[config.mk]
export PLATFORM = sky130hd
export DESIGN_NAME = rtu_frame_receiver_top
export DESIGN_NICKNAME = d
export VERILOG_FILES = /design/src/rtu_pkg.sv /design/src/rtu_frame_receiver_top.sv /design/src/rtu_cfg_regs.sv /design/src/rtu_frame_core.sv /design/src/rtu_out_reg.sv
export SDC_FILE = /design/constraint.sdc
export NUM_CORES = 1
export LEC_CHECK = 0
export BUFFER_PORTS_ARGS = -buffer_cell sky130_fd_sc_hd__buf_2
export CORE_AREA = 2 2 125 127
export DETAILED_ROUTE_END_ITERATION = 12
export DIE_AREA = 0 0 127 129
export PLACE_DENSITY = 0.83
export SLEW_MARGIN = 10
export SYNTH_ARGS = -nofsm -noshare
export SYNTH_HDL_FRONTEND = slang
export SYNTH_SLANG_ARGS = --single-unit
[constraint.sdc]
create_clock -name clk -period 5.5 [get_ports clk]
set_input_delay 0.275 -clock clk [delete_from_list [all_inputs] [get_ports clk]]
set_output_delay 0.275 -clock clk [all_outputs]
set_load 0.005 [all_outputs]
[src/rtu_pkg.sv]
// Shared types, codes and the CRC-16 byte update for the RTU frame receiver.
package rtu_pkg;

	typedef enum logic [1:0] {
		KIND_BYTE     = 2'd0,
		KIND_TICK     = 2'd1,
		KIND_TX_BEGIN = 2'd2,
		KIND_TX_END   = 2'd3
	} kind_t;

	typedef enum logic [1:0] {
		VERDICT_OK      = 2'd0,
		VERDICT_CRC_ERR = 2'd1,
		VERDICT_SHORT   = 2'd2,
		VERDICT_NOISE   = 2'd3
	} verdict_t;

	localparam logic RES_BYTE    = 1'b0;
	localparam logic RES_VERDICT = 1'b1;

	localparam logic REG_GAP_RESTART = 1'b0;
	localparam logic REG_FRAME_END   = 1'b1;

	localparam logic [15:0] GAP_RESTART_RESET = 16'd750;
	localparam logic [15:0] FRAME_END_RESET   = 16'd1750;
	localparam logic [15:0] CRC_PRESET        = 16'hFFFF;
	localparam logic [15:0] CRC_POLY          = 16'hA001;
	localparam logic [15:0] SILENCE_MAX       = 16'hFFFF;
	localparam int unsigned MIN_FRAME         = 4;

	typedef struct packed {
		kind_t      kind;
		logic [7:0] rx_byte;
		logic [3:0] line_errors;
	} item_t;

	typedef struct packed {
		logic       result_kind;
		logic [7:0] byte_value;
		logic [7:0] byte_position;
		verdict_t   verdict;
		logic [7:0] slave_address;
		logic [7:0] func_code;
		logic [7:0] payload_length;
	} result_t;

	typedef struct packed {
		logic [15:0] gap_restart_ticks;
		logic [15:0] frame_end_ticks;
	} cfg_t;

	function automatic logic [15:0] crc_fold(input logic [15:0] crc, input logic [7:0] b);
		logic [15:0] c;
		c = crc ^ {8'h00, b};
		for (int i = 0; i < 8; i++) begin
			if (c[0]) begin
				c = (c >> 1) ^ CRC_POLY;
			end else begin
				c = c >> 1;
			end
		end
		return c;
	endfunction

endpackage

[src/rtu_frame_receiver_top.sv]
// Top level of the Modbus RTU frame receiver.
// Input channel (in_valid/in_ready) carries one word per UART byte, microsecond
// tick or transmit begin/end mark. Output channel (out_valid/out_ready) carries
// forwarded frame bytes with their position and a verdict for each frame that
// reaches the frame-end silence. Thresholds for frame restart and frame end
// are set over the APB port, which must be written only while the block is
// idle; the block does not enforce this. pready is always high. A word is
// captured in the input register, evaluated against the frame state and
// placed in the result register. One word is accepted every cycle while
// results drain; the CRC update is an unrolled eight-step byte fold.
// When the consumer stalls, the held result blocks the input register, and
// in_ready drops once that register is also full.
// Reset loads the default thresholds, empties both registers and clears the
// frame state, the silence count and the transmit flag.
module rtu_frame_receiver_top
	import rtu_pkg::*;
#(
	parameter int unsigned MAX_FRAME = 256
) (
	input  logic        clk,
	input  logic        arst_n,
	input  logic        in_valid,
	output logic        in_ready,
	input  logic [1:0]  kind,
	input  logic [7:0]  rx_byte,
	input  logic [3:0]  line_errors,
	output logic        out_valid,
	input  logic        out_ready,
	output logic        result_kind,
	output logic [7:0]  byte_value,
	output logic [7:0]  byte_position,
	output logic [1:0]  verdict,
	output logic [7:0]  slave_address,
	output logic [7:0]  func_code,
	output logic [7:0]  payload_length,
	input  logic        psel,
	input  logic        penable,
	input  logic        pwrite,
	input  logic [2:0]  paddr,
	input  logic [31:0] pwdata,
	output logic [31:0] prdata,
	output logic        pready
);

	item_t   item_s1;
	logic    valid_s1;
	logic    advance;
	logic    free;
	logic    emit;
	result_t result_d;
	result_t result_q;
	cfg_t    cfg;

	assign advance  = valid_s1 && free;
	assign in_ready = !valid_s1 || free;

	always_ff @(posedge clk or negedge arst_n) begin
		if (!arst_n) begin
			valid_s1 <= 1'b0;
		end else if (in_ready) begin
			valid_s1 <= in_valid;
		end
	end

	always_ff @(posedge clk) begin
		if (in_valid && in_ready) begin
			item_s1.kind        <= kind_t'(kind);
			item_s1.rx_byte     <= rx_byte;
			item_s1.line_errors <= line_errors;
		end
	end

	rtu_cfg_regs u_cfg (
		.clk     (clk),
		.arst_n  (arst_n),
		.psel    (psel),
		.penable (penable),
		.pwrite  (pwrite),
		.paddr   (paddr),
		.pwdata  (pwdata),
		.prdata  (prdata),
		.pready  (pready),
		.cfg     (cfg)
	);

	rtu_frame_core #(
		.MAX_FRAME (MAX_FRAME)
	) u_core (
		.clk     (clk),
		.arst_n  (arst_n),
		.advance (advance),
		.item    (item_s1),
		.cfg     (cfg),
		.emit    (emit),
		.result  (result_d)
	);

	rtu_out_reg u_out (
		.clk       (clk),
		.arst_n    (arst_n),
		.load      (advance),
		.emit      (emit),
		.result_in (result_d),
		.out_ready (out_ready),
		.out_valid (out_valid),
		.free      (free),
		.result_q  (result_q)
	);

	assign result_kind    = result_q.result_kind;
	assign byte_value     = result_q.byte_value;
	assign byte_position  = result_q.byte_position;
	assign verdict        = result_q.verdict;
	assign slave_address  = result_q.slave_address;
	assign func_code      = result_q.func_code;
	assign payload_length = result_q.payload_length;

endmodule

[src/rtu_cfg_regs.sv]
// APB register block holding the two silence thresholds.
module rtu_cfg_regs
	import rtu_pkg::*;
(
	input  logic        clk,
	input  logic        arst_n,
	input  logic        psel,
	input  logic        penable,
	input  logic        pwrite,
	input  logic [2:0]  paddr,
	input  logic [31:0] pwdata,
	output logic [31:0] prdata,
	output logic        pready,
	output cfg_t        cfg
);

	logic [15:0] gap_q;
	logic [15:0] end_q;
	logic        wr_en;

	assign pready = 1'b1;
	assign wr_en  = psel & penable & pwrite;

	always_ff @(posedge clk or negedge arst_n) begin
		if (!arst_n) begin
			gap_q <= GAP_RESTART_RESET;
			end_q <= FRAME_END_RESET;
		end else if (wr_en) begin
			if (paddr[2] == REG_GAP_RESTART) begin
				gap_q <= pwdata[15:0];
			end else begin
				end_q <= pwdata[15:0];
			end
		end
	end

	always_comb begin
		if (paddr[2] == REG_GAP_RESTART) begin
			prdata = {16'h0000, gap_q};
		end else begin
			prdata = {16'h0000, end_q};
		end
	end

	assign cfg.gap_restart_ticks = gap_q;
	assign cfg.frame_end_ticks   = end_q;

endmodule

[src/rtu_frame_core.sv]
// Frame state and the per-word update that yields forwarded bytes and verdicts.
module rtu_frame_core
	import rtu_pkg::*;
#(
	parameter int unsigned MAX_FRAME = 256
) (
	input  logic    clk,
	input  logic    arst_n,
	input  logic    advance,
	input  item_t   item,
	input  cfg_t    cfg,
	output logic    emit,
	output result_t result
);

	localparam int unsigned CNT_W = $clog2(MAX_FRAME + 1);

	logic [CNT_W-1:0] count_q, count_d;
	logic [15:0]      silence_q, silence_d;
	logic [15:0]      crc_q, crc_d;
	logic             nz_q, nz_d;
	logic             tx_q, tx_d;
	logic [7:0]       addr_q, addr_d;
	logic [7:0]       func_q, func_d;

	logic [CNT_W-1:0] cnt_base;
	logic [15:0]      crc_base;
	logic             nz_base;
	logic [7:0]       addr_base;
	logic [7:0]       func_base;
	logic [CNT_W-1:0] cnt_next;
	logic [15:0]      sil_inc;
	logic [CNT_W+7:0] pos_ext;
	logic [CNT_W+7:0] pl_ext;

	always_ff @(posedge clk or negedge arst_n) begin
		if (!arst_n) begin
			count_q   <= '0;
			silence_q <= '0;
			crc_q     <= CRC_PRESET;
			nz_q      <= 1'b0;
			tx_q      <= 1'b0;
			addr_q    <= '0;
			func_q    <= '0;
		end else if (advance) begin
			count_q   <= count_d;
			silence_q <= silence_d;
			crc_q     <= crc_d;
			nz_q      <= nz_d;
			tx_q      <= tx_d;
			addr_q    <= addr_d;
			func_q    <= func_d;
		end
	end

	always_comb begin
		count_d   = count_q;
		silence_d = silence_q;
		crc_d     = crc_q;
		nz_d      = nz_q;
		tx_d      = tx_q;
		addr_d    = addr_q;
		func_d    = func_q;
		emit      = 1'b0;
		result    = '0;

		// A byte after a long gap starts a fresh frame.
		if (count_q != '0 && silence_q > cfg.gap_restart_ticks) begin
			cnt_base  = '0;
			crc_base  = CRC_PRESET;
			nz_base   = 1'b0;
			addr_base = '0;
			func_base = '0;
		end else begin
			cnt_base  = count_q;
			crc_base  = crc_q;
			nz_base   = nz_q;
			addr_base = addr_q;
			func_base = func_q;
		end
		cnt_next = cnt_base + CNT_W'(1);
		pos_ext  = {8'h00, cnt_base};
		pl_ext   = {8'h00, count_q} - (CNT_W + 8)'(MIN_FRAME);
		sil_inc  = (silence_q == SILENCE_MAX) ? silence_q : silence_q + 16'd1;

		case (item.kind)
			KIND_BYTE: begin
				if (!tx_q) begin
					if (item.line_errors != 4'h0) begin
						count_d   = '0;
						crc_d     = CRC_PRESET;
						nz_d      = 1'b0;
						addr_d    = '0;
						func_d    = '0;
						silence_d = '0;
					end else begin
						addr_d = (cnt_base == CNT_W'(0)) ? item.rx_byte : addr_base;
						func_d = (cnt_base == CNT_W'(1)) ? item.rx_byte : func_base;
						crc_d  = crc_fold(crc_base, item.rx_byte);
						nz_d   = nz_base | (item.rx_byte != 8'h00);
						silence_d = '0;
						emit   = 1'b1;
						result.result_kind   = RES_BYTE;
						result.byte_value    = item.rx_byte;
						result.byte_position = pos_ext[7:0];
						result.verdict       = VERDICT_OK;
						if (cnt_next >= CNT_W'(MAX_FRAME)) begin
							count_d = '0;
							crc_d   = CRC_PRESET;
							nz_d    = 1'b0;
							addr_d  = '0;
							func_d  = '0;
						end else begin
							count_d = cnt_next;
						end
					end
				end
			end
			KIND_TICK: begin
				silence_d = sil_inc;
				if (count_q != '0 && sil_inc >= cfg.frame_end_ticks) begin
					emit = 1'b1;
					result.result_kind = RES_VERDICT;
					if (!nz_q) begin
						result.verdict = VERDICT_NOISE;
					end else if (count_q < CNT_W'(MIN_FRAME)) begin
						result.verdict = VERDICT_SHORT;
					end else begin
						result.verdict = (crc_q == 16'h0000) ? VERDICT_OK : VERDICT_CRC_ERR;
						result.slave_address  = addr_q;
						result.func_code      = func_q;
						result.payload_length = (pl_ext > (CNT_W + 8)'(255)) ? 8'hFF
							: pl_ext[7:0];
					end
					count_d = '0;
					crc_d   = CRC_PRESET;
					nz_d    = 1'b0;
					addr_d  = '0;
					func_d  = '0;
				end
			end
			KIND_TX_BEGIN: begin
				tx_d    = 1'b1;
				count_d = '0;
				crc_d   = CRC_PRESET;
				nz_d    = 1'b0;
				addr_d  = '0;
				func_d  = '0;
			end
			KIND_TX_END: begin
				tx_d = 1'b0;
			end
			default: begin
				tx_d = tx_q;
			end
		endcase
	end

endmodule

[src/rtu_out_reg.sv]
// Result register that holds one word until the consumer takes it.
module rtu_out_reg
	import rtu_pkg::*;
(
	input  logic    clk,
	input  logic    arst_n,
	input  logic    load,
	input  logic    emit,
	input  result_t result_in,
	input  logic    out_ready,
	output logic    out_valid,
	output logic    free,
	output result_t result_q
);

	logic valid_q;

	assign free      = !valid_q || out_ready;
	assign out_valid = valid_q;

	always_ff @(posedge clk or negedge arst_n) begin
		if (!arst_n) begin
			valid_q <= 1'b0;
		end else if (load) begin
			valid_q <= emit;
		end else if (out_ready) begin
			valid_q <= 1'b0;
		end
	end

	always_ff @(posedge clk) begin
		if (load && emit) begin
			result_q <= result_in;
		end
	end

endmodule
; After elaboration in Yosys (flattened, before gate mapping)
; Index checks and enable logic that the tools add are counted.
[op_classes]
shifts = 0
mux = 81
reduce_logical = 28
bitwise_logic = 17
order_cmp = 5
mul = 0
add_sub_neg = 3
div_mod_pow = 0
eq_ne = 9
[ops]
columns = op, count
row1 = two-way mux 16 bit, 37
row2 = two-way mux 8 bit, 11
row3 = two-way mux 24 bit, 2
row4 = case mux 16 bit (3 select lines), 1
row5 = case mux 8 bit (3 select lines), 2
row6 = two-way mux 9 bit, 5
row7 = case mux 16 bit (2 select lines), 1
row8 = case mux 9 bit (3 select lines), 1
row9 = two-way mux 26 bit, 1
row10 = NOT 2 -> 3 bit, 8
row11 = two-way mux 19 bit, 1
row12 = two-way mux 18 bit, 1
row13 = > comparator 17 x 8 -> 1 bit (second input constant), 1
row14 = adder 16 x 1 -> 16 bit (second input constant), 1
row15 = equality test 16 bit (second input constant), 1
row16 = greater-or-equal comparator 16 bit, 1
row17 = > comparator 16 bit, 1
row18 = logical NOT 16 bit, 1
row19 = bitwise XOR 16 x 8 -> 16 bit, 1
row20 = two-way mux 1 bit, 11
row21 = inequality test 5 x 1 -> 1 bit (second input constant), 2
row22 = AND reduction 5 bit, 2
row23 = subtractor 9 x 3 -> 10 bit (second input constant), 1
row24 = adder 9 x 1 -> 9 bit (second input constant), 1
row25 = other kinds (29), 48
[totals]
rom_bits = 0
output_inout_bits = 78
latch_bits = 0
register_bits = 150
mem_count = 0
mem_bits_rw = 0

; Logic depth before layout (Yosys ltp)
; Gate-level depths: netlist of run 1.
[logic_depth]
word_depth = 45
depth_mapped = 20
ltp_nobuf = 17

; By module
; A second synthesis of run 1 with hierarchy kept.
[hier_totals]
cells_unflattened = 739
area_unflattened_um2 = 8179.1
[modules_own_cells]
columns = module, area_per_inst_um2, n_inst, seq_area_each_um2, cells_per_inst
row1 = rtu_frame_core, 4737.0, 1, 1496.4, 568
row2 = rtu_cfg_regs, 1615.3, 1, 818.3, 105
row3 = rtu_out_reg, 1346.3, 1, 1316.3, 47
row4 = rtu_frame_receiver_top, 480.5, 1, 445.4, 19

; Worst setup path after synthesis of run 1
; OpenSTA, ideal clock, no wires.
[synth_timing]
path_type = register to register
startpoint = register u_core.silence_q[2]
endpoint = register u_out.result_q[0] (netlist name)
period_less_slack_ns = 4.807
n_path_buf = 2
path_slack_ns = 0.693
t_arrival_ns = 4.410
path_stages_with_launch = 19
cell_sequence = dfrtp_1 clkbuf_1 nand4_1 nor4_2 nand4_1 and2_1 and3_1 clkbuf_1 nand3_1 xnor2_1 ha_1 o21a_1 o21ai_0 a21oi_1 o211ai_1 o211a_1 nor3b_1 o21ai_0 inv_1
[synth_via]
elab_chain_len = 7
elab_cells_between_ends = 8
[synth_lines]
columns = item, line
row1 = "start, declared", rtu_frame_core.sv:19  ; logic [15:0] silence_q, silence_d;
row2 = "start signal, assigned", rtu_frame_core.sv:47  ; silence_q <= silence_d;
row3 = adder 16 x 1 -> 16 bit / equality test 16 bit (equally long branches), rtu_frame_core.sv:84  ; sil_inc = (silence_q == SILENCE_MAX) ? silence_q : silence_q + 16'd1;
row4 = two-way mux 16 bit (*), rtu_frame_core.sv:84
row5 = greater-or-equal comparator 16 bit (*), rtu_frame_core.sv:121  ; if (count_q != '0 && sil_inc >= cfg.frame_end_ticks) begin
row6 = logical AND 1 bit (*), rtu_frame_core.sv:121
row7 = two-way mux 1 bit (*), rtu_frame_core.sv:121
row8 = case mux 1 bit (2 select lines) (*), rtu_frame_core.sv:86  ; case (item.kind)
row9 = logical AND 1 bit (*), rtu_out_reg.sv:32  ; if (load && emit) begin
; Every way passes the cells marked *; elsewhere a longest branch is shown, timed or not.
; A chain may end at the register's enable or synchronous reset.

; Worst setup path after layout of run 1
[layout_timing]
startpoint = register u_cfg.gap_q[9]
endpoint = register u_core.count_q[7]
[layout_via]
elab_chain_len = 9
[layout_lines]
columns = item, line
row1 = "start, declared", rtu_cfg_regs.sv:17  ; logic [15:0] gap_q;
row2 = "start signal, assigned", rtu_cfg_regs.sv:30  ; gap_q <= pwdata[15:0];
row3 = > comparator 16 bit (*), rtu_frame_core.sv:68  ; if (count_q != '0 && silence_q > cfg.gap_restart_ticks) begin
row4 = logical AND 1 bit (*), rtu_frame_core.sv:68
row5 = two-way mux 9 bit (*), rtu_frame_core.sv:68
row6 = via u_core.cnt_base[0], rtu_frame_core.sv:26  ; logic [CNT_W-1:0] cnt_base;
row7 = adder 9 x 1 -> 9 bit (*), rtu_frame_core.sv:81  ; cnt_next = cnt_base + CNT_W'(1);
row8 = greater-or-equal comparator 9 bit, rtu_frame_core.sv:107  ; if (cnt_next >= CNT_W'(MAX_FRAME)) begin
row9 = two-way mux 9 bit (*), rtu_frame_core.sv:107
row10 = two-way mux 9 bit (*), rtu_frame_core.sv:89  ; if (item.line_errors != 4'h0) begin
row11 = two-way mux 9 bit (*), rtu_frame_core.sv:88  ; if (!tx_q) begin
row12 = case mux 9 bit (3 select lines) (*), rtu_frame_core.sv:86
row13 = "end signal, assigned", rtu_frame_core.sv:46  ; count_q <= count_d;
row14 = "end, declared", rtu_frame_core.sv:18  ; logic [CNT_W-1:0] count_q, count_d;
; The timed path passes the listed nets; every way through them passes the cells marked *. The select of a mux whose other input is x is not followed.

==> results of run 1 <==
## final timing paths
kind | from | to | slack [ns]
max | u_cfg.gap_q[9]$_DFFE_PN1P_ | u_core.count_q[7]$_DFFE_PN0P_ | 0.40
min | line_errors[2] | item_s1[2]$_DFFE_PP_ | 0.02
max reg2reg | u_cfg.gap_q[9]$_DFFE_PN1P_ | u_core.count_q[7]$_DFFE_PN0P_ | 0.40
min reg2reg | u_core.addr_q[6]$_DFFE_PN0P_ | u_core.addr_q[6]$_DFFE_PN0P_ | 0.50
max in group asynchronous | arst_n | u_core.func_q[0]$_DFFE_PN0P_ | 4.04
min in group asynchronous | arst_n | u_cfg.gap_q[8]$_DFFE_PN0P_ | 0.36
## metal layers
layer,part of all wire,routed length (µm)
met1,0.47,7954
met2,0.46,7771
met3,0.049,819
met4,0.014,229
met5,0,0
## state kept, by name, indices dropped and copies added (netlist names)
signal and flops:
u_cfg.end_q 16, valid_s1 1, u_core.count_q 9, u_core.addr_q 8, u_core.nz_q 1, u_core.crc_q 16, u_core.func_q 8, u_cfg.gap_q 16
u_core.silence_q 16, item_s1 14, u_core.tx_q 1, u_out.result_q 43, u_out.out_valid 1
## layout by cell type, fill, tap and decap left out, types with 8 or more instances in the layout
master     instances
dfrtp_1           63
mux2_2            36
a32o_1            14
nand2_1           52
dfstp_2           30
o21ai_0           39
nor3_1             9
nand3_1           19
xor2_1            15
ha_1              42
clkbuf_16         17
conb_1            17
a21oi_1           31
nor4_1             8
edfxtp_1          57
xnor2_1           27
buf_4              9
nand2b_1          13
inv_1             48
buf_2             97
a22o_1            10
nand4_1            8
and2_1            32
nor2_1            47
## through the flow
step | hold slack, ns | area (µm²) | cells
after floorplan | -0.02059 | 8138 | 756
after global placement | 0.2751 | 8663 | 1001
after detailed placement | 0.2747 | 8663 | 1001
after CTS | 0.002559 | 9270 | 1034
after global routing | 0.003150 | 9270 | 1034
final | 0.01681 | 9270 | 1034
## worst register-to-register path, stage by stage, from the launching register on
cell and delay (ns):
dfstp_2 0.53, inv_1 0.05, ha_1 0.29, nand4_1 0.13
nor4_1 0.64, o21ai_1 0.30, a31oi_2 0.44, nand2b_1 0.23
inv_1 0.09, ha_1 0.23, and3_1 0.21, and3_1 0.21
and3_1 0.19, xor2_1 0.17, or3_1 0.49, or3_1 0.53
o31ai_1 0.29
## power groups by stage
stage	clock network, mW	logic (mW)	registers (mW)
after floorplan	0	0.284	1.30
after global placement	0	0.376	1.32
after detailed placement	0	0.387	1.33
after CTS	1.18	0.395	1.31
after global routing	1.23	0.450	1.32
final	1.16	0.396	1.31
## layout make-up
type                            instances  area, µm²  area share
Sequential cell                       150       4076      0.4397
Multi-Input combinational cell        508       3598      0.3882
Clock inverter                         15      171.4     0.01849
Inverter                               48      180.2     0.01944
Clock buffer                           17      425.4     0.04589
Timing Repair Buffer                  108      583.1     0.06290
Tap cell                              188      235.2     0.02537
## kinds of logic after synthesis
logic type / Yosys count / share of synthesized area
and+or+nand+nor: 216 / 0.1372
DFF: 150 / 0.5044
AOI/OAI and AO/OA: 148 / 0.1243
buffers and inverters: 98 / 0.05728
xor gates and xnor gates: 46 / 0.05698
adders and majority gates: 42 / 0.06503
muxes: 39 / 0.05388
other: 2 / 0.0009293
==> impl_metrics.tcl, run 1 <==
set metrics [dict create \
    fill_cells 1159 \
    synth_cell_type_count 62 \
    switchingPower_mw 0.8208 \
    crit_family "simple AND/OR/NAND/NOR gates" \
    cp-start-kind "flop" \
    drc 0 \
    num_antenna_cells 0 \
    clock_tree.buffer_depth 2 \
    clkSinkCount 150 \
    p_clk_frac 0.405 \
    die_h_um 129 \
    drt_pass1_iterations 5 \
    whs_path_depth 1 \
    slew_viol_final 0 \
    rows 45 \
    seq_power_share 0.456 \
    fin_nets 931 \
    utilization 0.6190 \
    period_share 0.9280 \
    gp_congestion 0.8575 \
    die_area_mm2 0.01638 \
    required_ns 5.84 \
    synth_common_cells "63 x dfrtp_1, 57 x edfxtp_1, 52 x nand2_1" \
    layout-drive-gt1-share 0.2530 \
    synth.top_cell.area_share 0.2118 \
    io_pins 134 \
    crit_arrival_ns 5.44 \
    max-vdd-ir-drop_mv 0.3362 \
    cts_root_buf "clkbuf_16" \
    overflow 0 \
    setup_violations 0 \
    timing.critical_path.cells "inv_1, ha_1, nand4_1, nor4_1, o21ai_1, a31oi_2, nand2b_1, inv_1, ha_1, and3_1, and3_1, and3_1, xor2_1, or3_1, or3_1, o31ai_1" \
    period_needed_ns 5.104 \
    clk_latency_ns 0.43 \
    ant_nets 0 \
    track_usage 0.2144 \
    switching_share 0.2865 \
    yosysTopAreaCell "edfxtp_1" \
    via_per_inst 5.583 \
    internal_power_mw 2.044 \
    antenna_found_initial 0 \
    total_power_mw 2.864 \
    critPathMostFrequentCell "and3_1" \
    cts_tree "done" \
    fin_setup_tns_ns 0 \
    via_count 5773 \
    cts_made_buffers 17 \
    synth_edf_count 57 \
    syn_area_mm2 0.008082 \
    crit_fanout 9 \
    p_leak_nw 4.221 \
    r2r_cells 16 \
    setup.worst_path.end_class "flop" \
    cp_slowest_cell "nor4_1" \
    yosysSeqAreaShare 0.5044 \
    met1_usage 0.3031 \
    hold_viol_final 0 \
    critPathMaxStageDelay_ns 0.64 \
    use_met2 0.3321 \
    tightest_slew_ns 1.110 \
    cp.depth 16 \
    cts_resized 0 \
    area_delta_synth_final_pct 14.71 \
    initial_core_util 0.5396 \
    wl_per_cell_um 16.22 \
    async_flop_share 0.6200 \
    hpwl_um 11800 \
    pre_cts_slack_ns 0.4796 \
    synthFlopType "dfrtp_1" \
    grt_use_met3 0.04491 \
    status "completed" \
    fmax_mhz 195.9 \
    fin_skew_ns 0.009040 \
    ctsHoldBuffers 1 \
    design.core.area_mm2 0.01498 \
    syn_avg_cell_area_um2 10.91 \
    grt_pass1_vias 5519 \
    power_density_mw_per_mm2 309.0 \
    pwr-share-comb 0.138 \
    worst_slack_ns 0.3963 \
    cts_setup_buffers 0 \
    rsz0062_at_grt "false" \
    htreeDepth 4 \
    crit_buf_inv 2 \
    slew_headroom 0.2553 \
    dieWidth_um 127 \
    wl_um 16770 \
    hold_path.class "input pin to flop" \
    path_class "flop to flop" \
    clk_pin_slew_ns 0.07 \
    synth-seq-cells 150 \
    initialDrtViolationCount 552 \
    ys_top_cells_by_area "edfxtp_1 21%, dfrtp_1 20%, dfstp_2 9.8%, ha_1 6.5%, mux2_2 5.0%" \
    synth.most_common_cell "dfrtp_1" \
    grt_pass1_wl_um 27540 \
    busiest_layer "met2" \
    ys_warn_count 0 \
    maxCapViolations 0 \
    io_buffers 98 \
    synth_cells 741 \
    grt_max_degree 56 \
]
(Power assumes the default switching activity.)
==> inputs of run 2 (changes only) <==
--- a/config.mk
+++ b/config.mk
@@ -10,6 +10,7 @@
 export DETAILED_ROUTE_END_ITERATION = 12
 export DIE_AREA = 0 0 127 129
 export PLACE_DENSITY = 0.83
+export SETUP_SLACK_MARGIN = 0.05
 export SLEW_MARGIN = 10
 export SYNTH_ARGS = -nofsm -noshare
 export SYNTH_HDL_FRONTEND = slang
==> constraint.sdc (replaced) <==
create_clock -name clk -period 5.2 [get_ports clk]
set_input_delay 0.26 -clock clk [delete_from_list [all_inputs] [get_ports clk]]
set_output_delay 0.26 -clock clk [all_outputs]
set_load 0.005 [all_outputs]
==> impl_metrics.tcl, run 2 (synthesized netlist as in run 1, its figures left out) <==
set metrics [dict create \
    status "completed" \
    max-vdd-ir-drop_mv 0.2734 \
    required_ns 5.53 \
    r2r-start "u_cfg.gap_q[9]$_DFFE_PN1P_" \
    slew_headroom 0.2411 \
    crit_arrival_ns 5.07 \
    drc 0 \
    pre_cts_slack_ns 0.5344 \
    min_from "rx_byte[0]" \
    fin_setup_tns_ns 0 \
    crit_buf_inv 3 \
    timing.critical_path.cells "inv_1, ha_1, nand4_1, nor4_1, buf_4, o21ai_1, a31oi_2, nand2b_1, inv_1, ha_1, and3_1, and3_1, and3_1, xor2_1, or3_1, or3_1, o31ai_1" \
    gp_congestion 0.8556 \
    cp_slowest_cell "or3_1" \
    period_needed_ns 4.739 \
    ff2ff_setup_slack_ns 0.46 \
    critPathMaxStageDelay_ns 0.54 \
    reg2reg_to "u_core.count_q[7]$_DFFE_PN0P_" \
    wl_um 16980 \
    cts_root_buf "clkbuf_16" \
    period_share 0.9113 \
    grt_pass1_wl_um 28160 \
    fin_nets 944 \
    tightest_slew_ns 1.131 \
    cts_setup_buffers 0 \
    worst_slack_ns 0.4613 \
    rsz0062_at_grt "false" \
    hold_path.class "input pin to flop" \
    ant_nets 0 \
    cp.depth 17 \
    dieWidth_um 127 \
    hold_viol_final 0 \
    antenna_found_initial 0 \
    hpwl_um 11950 \
    drt_pass1_iterations 8 \
    rows 45 \
    regMostFlops "u_out.result_q" \
    path_class "flop to flop" \
    layout_commonest_cell "buf_2" \
    cts_made_buffers 17 \
    die_area_mm2 0.01638 \
    mostFrequentLayoutCells "97 x buf_2, 63 x dfrtp_1, 57 x edfxtp_1" \
    layout-drive-gt1-share 0.2538 \
    overflow 0 \
    io_pins 134 \
    fmax_mhz 211.0 \
    setup_violations 0 \
    wl_per_cell_um 16.22 \
    slew_viol_final 0 \
    maxCapViolations 0 \
    track_usage 0.2158 \
    critPathLaunch "u_cfg.gap_q[9]$_DFFE_PN1P_" \
    clk_latency_ns 0.43 \
    crit_family "simple AND/OR/NAND/NOR gates" \
    p_leak_nw 4.293 \
    setup.worst_path.end_class "flop" \
    initial_core_util 0.5396 \
    whs_path_depth 1 \
    cp-start-kind "flop" \
    crit_end "u_core.count_q[7]$_DFFE_PN0P_" \
    fin_skew_ns 0.01437 \
    via_per_inst 5.671 \
    crit_fanout 9 \
    cts_resized 0 \
    design.core.area_mm2 0.01498 \
    area_delta_synth_final_pct 16.54 \
    cts_tree "done" \
    via_count 5938 \
    power_density_mw_per_mm2 324.2 \
    grt_max_degree 62 \
    grt_pass1_vias 5720 \
    io_buffers 98 \
    htreeDepth 4 \
    clk_pin_slew_ns 0.07 \
    critPathMostFrequentCell "and3_1" \
    largest_register_ffs 43 \
    die_h_um 129 \
    clock_tree.buffer_depth 2 \
    initialDrtViolationCount 477 \
    clkSinkCount 150 \
    num_antenna_cells 0 \
    r2r_cells 17 \
]
[run 2: how the worst min path moves through the flow]
stage / end / slack [ns]
2_1_floorplan: u_cfg.end_q[0]$_DFFE_PN0P_ / -0.04
3_3_place_gp: u_cfg.gap_q[8]$_DFFE_PN0P_ / 0.23
3_5_place_dp: u_cfg.gap_q[8]$_DFFE_PN0P_ / 0.23
4_1_cts: item_s1[4]$_DFFE_PP_ / 0.0005
5_1_grt: item_s1[7]$_DFFE_PP_ / 0.002
6_report: item_s1[4]$_DFFE_PP_ / 0.01
[run 2: routing by layer]
layer,up-vias,global-route usage,share of wire
li1,2821,-,-
met1,2890,0.2928,0.46
met2,199,0.3469,0.47
met3,28,0.04657,0.056
met4,0,0.07563,0.018
met5,-,0,0
[run 2: power by group]
group / internal (mW) / switching [mW]
combinational: 0.198 / 0.231
clock: 0.658 / 0.584
sequential: 1.32 / 0.0622
[run 2: cell type report]
type                       instances  area [µm²]
clock buffer                      17       425.4
clock inverter                    15       198.9
fill                            1170        5559
inverter                          48       180.2
multi-input combinational        508        3598
sequential                       150        4076
tap                              188       235.2
timing repair buffer             121       703.2
[run 2: what timing repair did]
action,4_1_cts,5_1_grt
endpoints found under the hold margin,35,0
setup endpoints to repair,0,0
hold buffers,10,0
[run 2: stage by stage]
step                  util  cells  instance area, µm²  hold WS [ns]  power [mW]
floorplan                -    756                8138      -0.03559       1.680
global placement    0.5805   1005                8693        0.2302       1.797
detailed placement  0.5805   1005                8693        0.2311       1.816
CTS                 0.6288   1047                9418     0.0005085       3.068
global route        0.6288   1047                9418      0.001576       3.181
finish              0.6288   1047                9418       0.01347       3.053
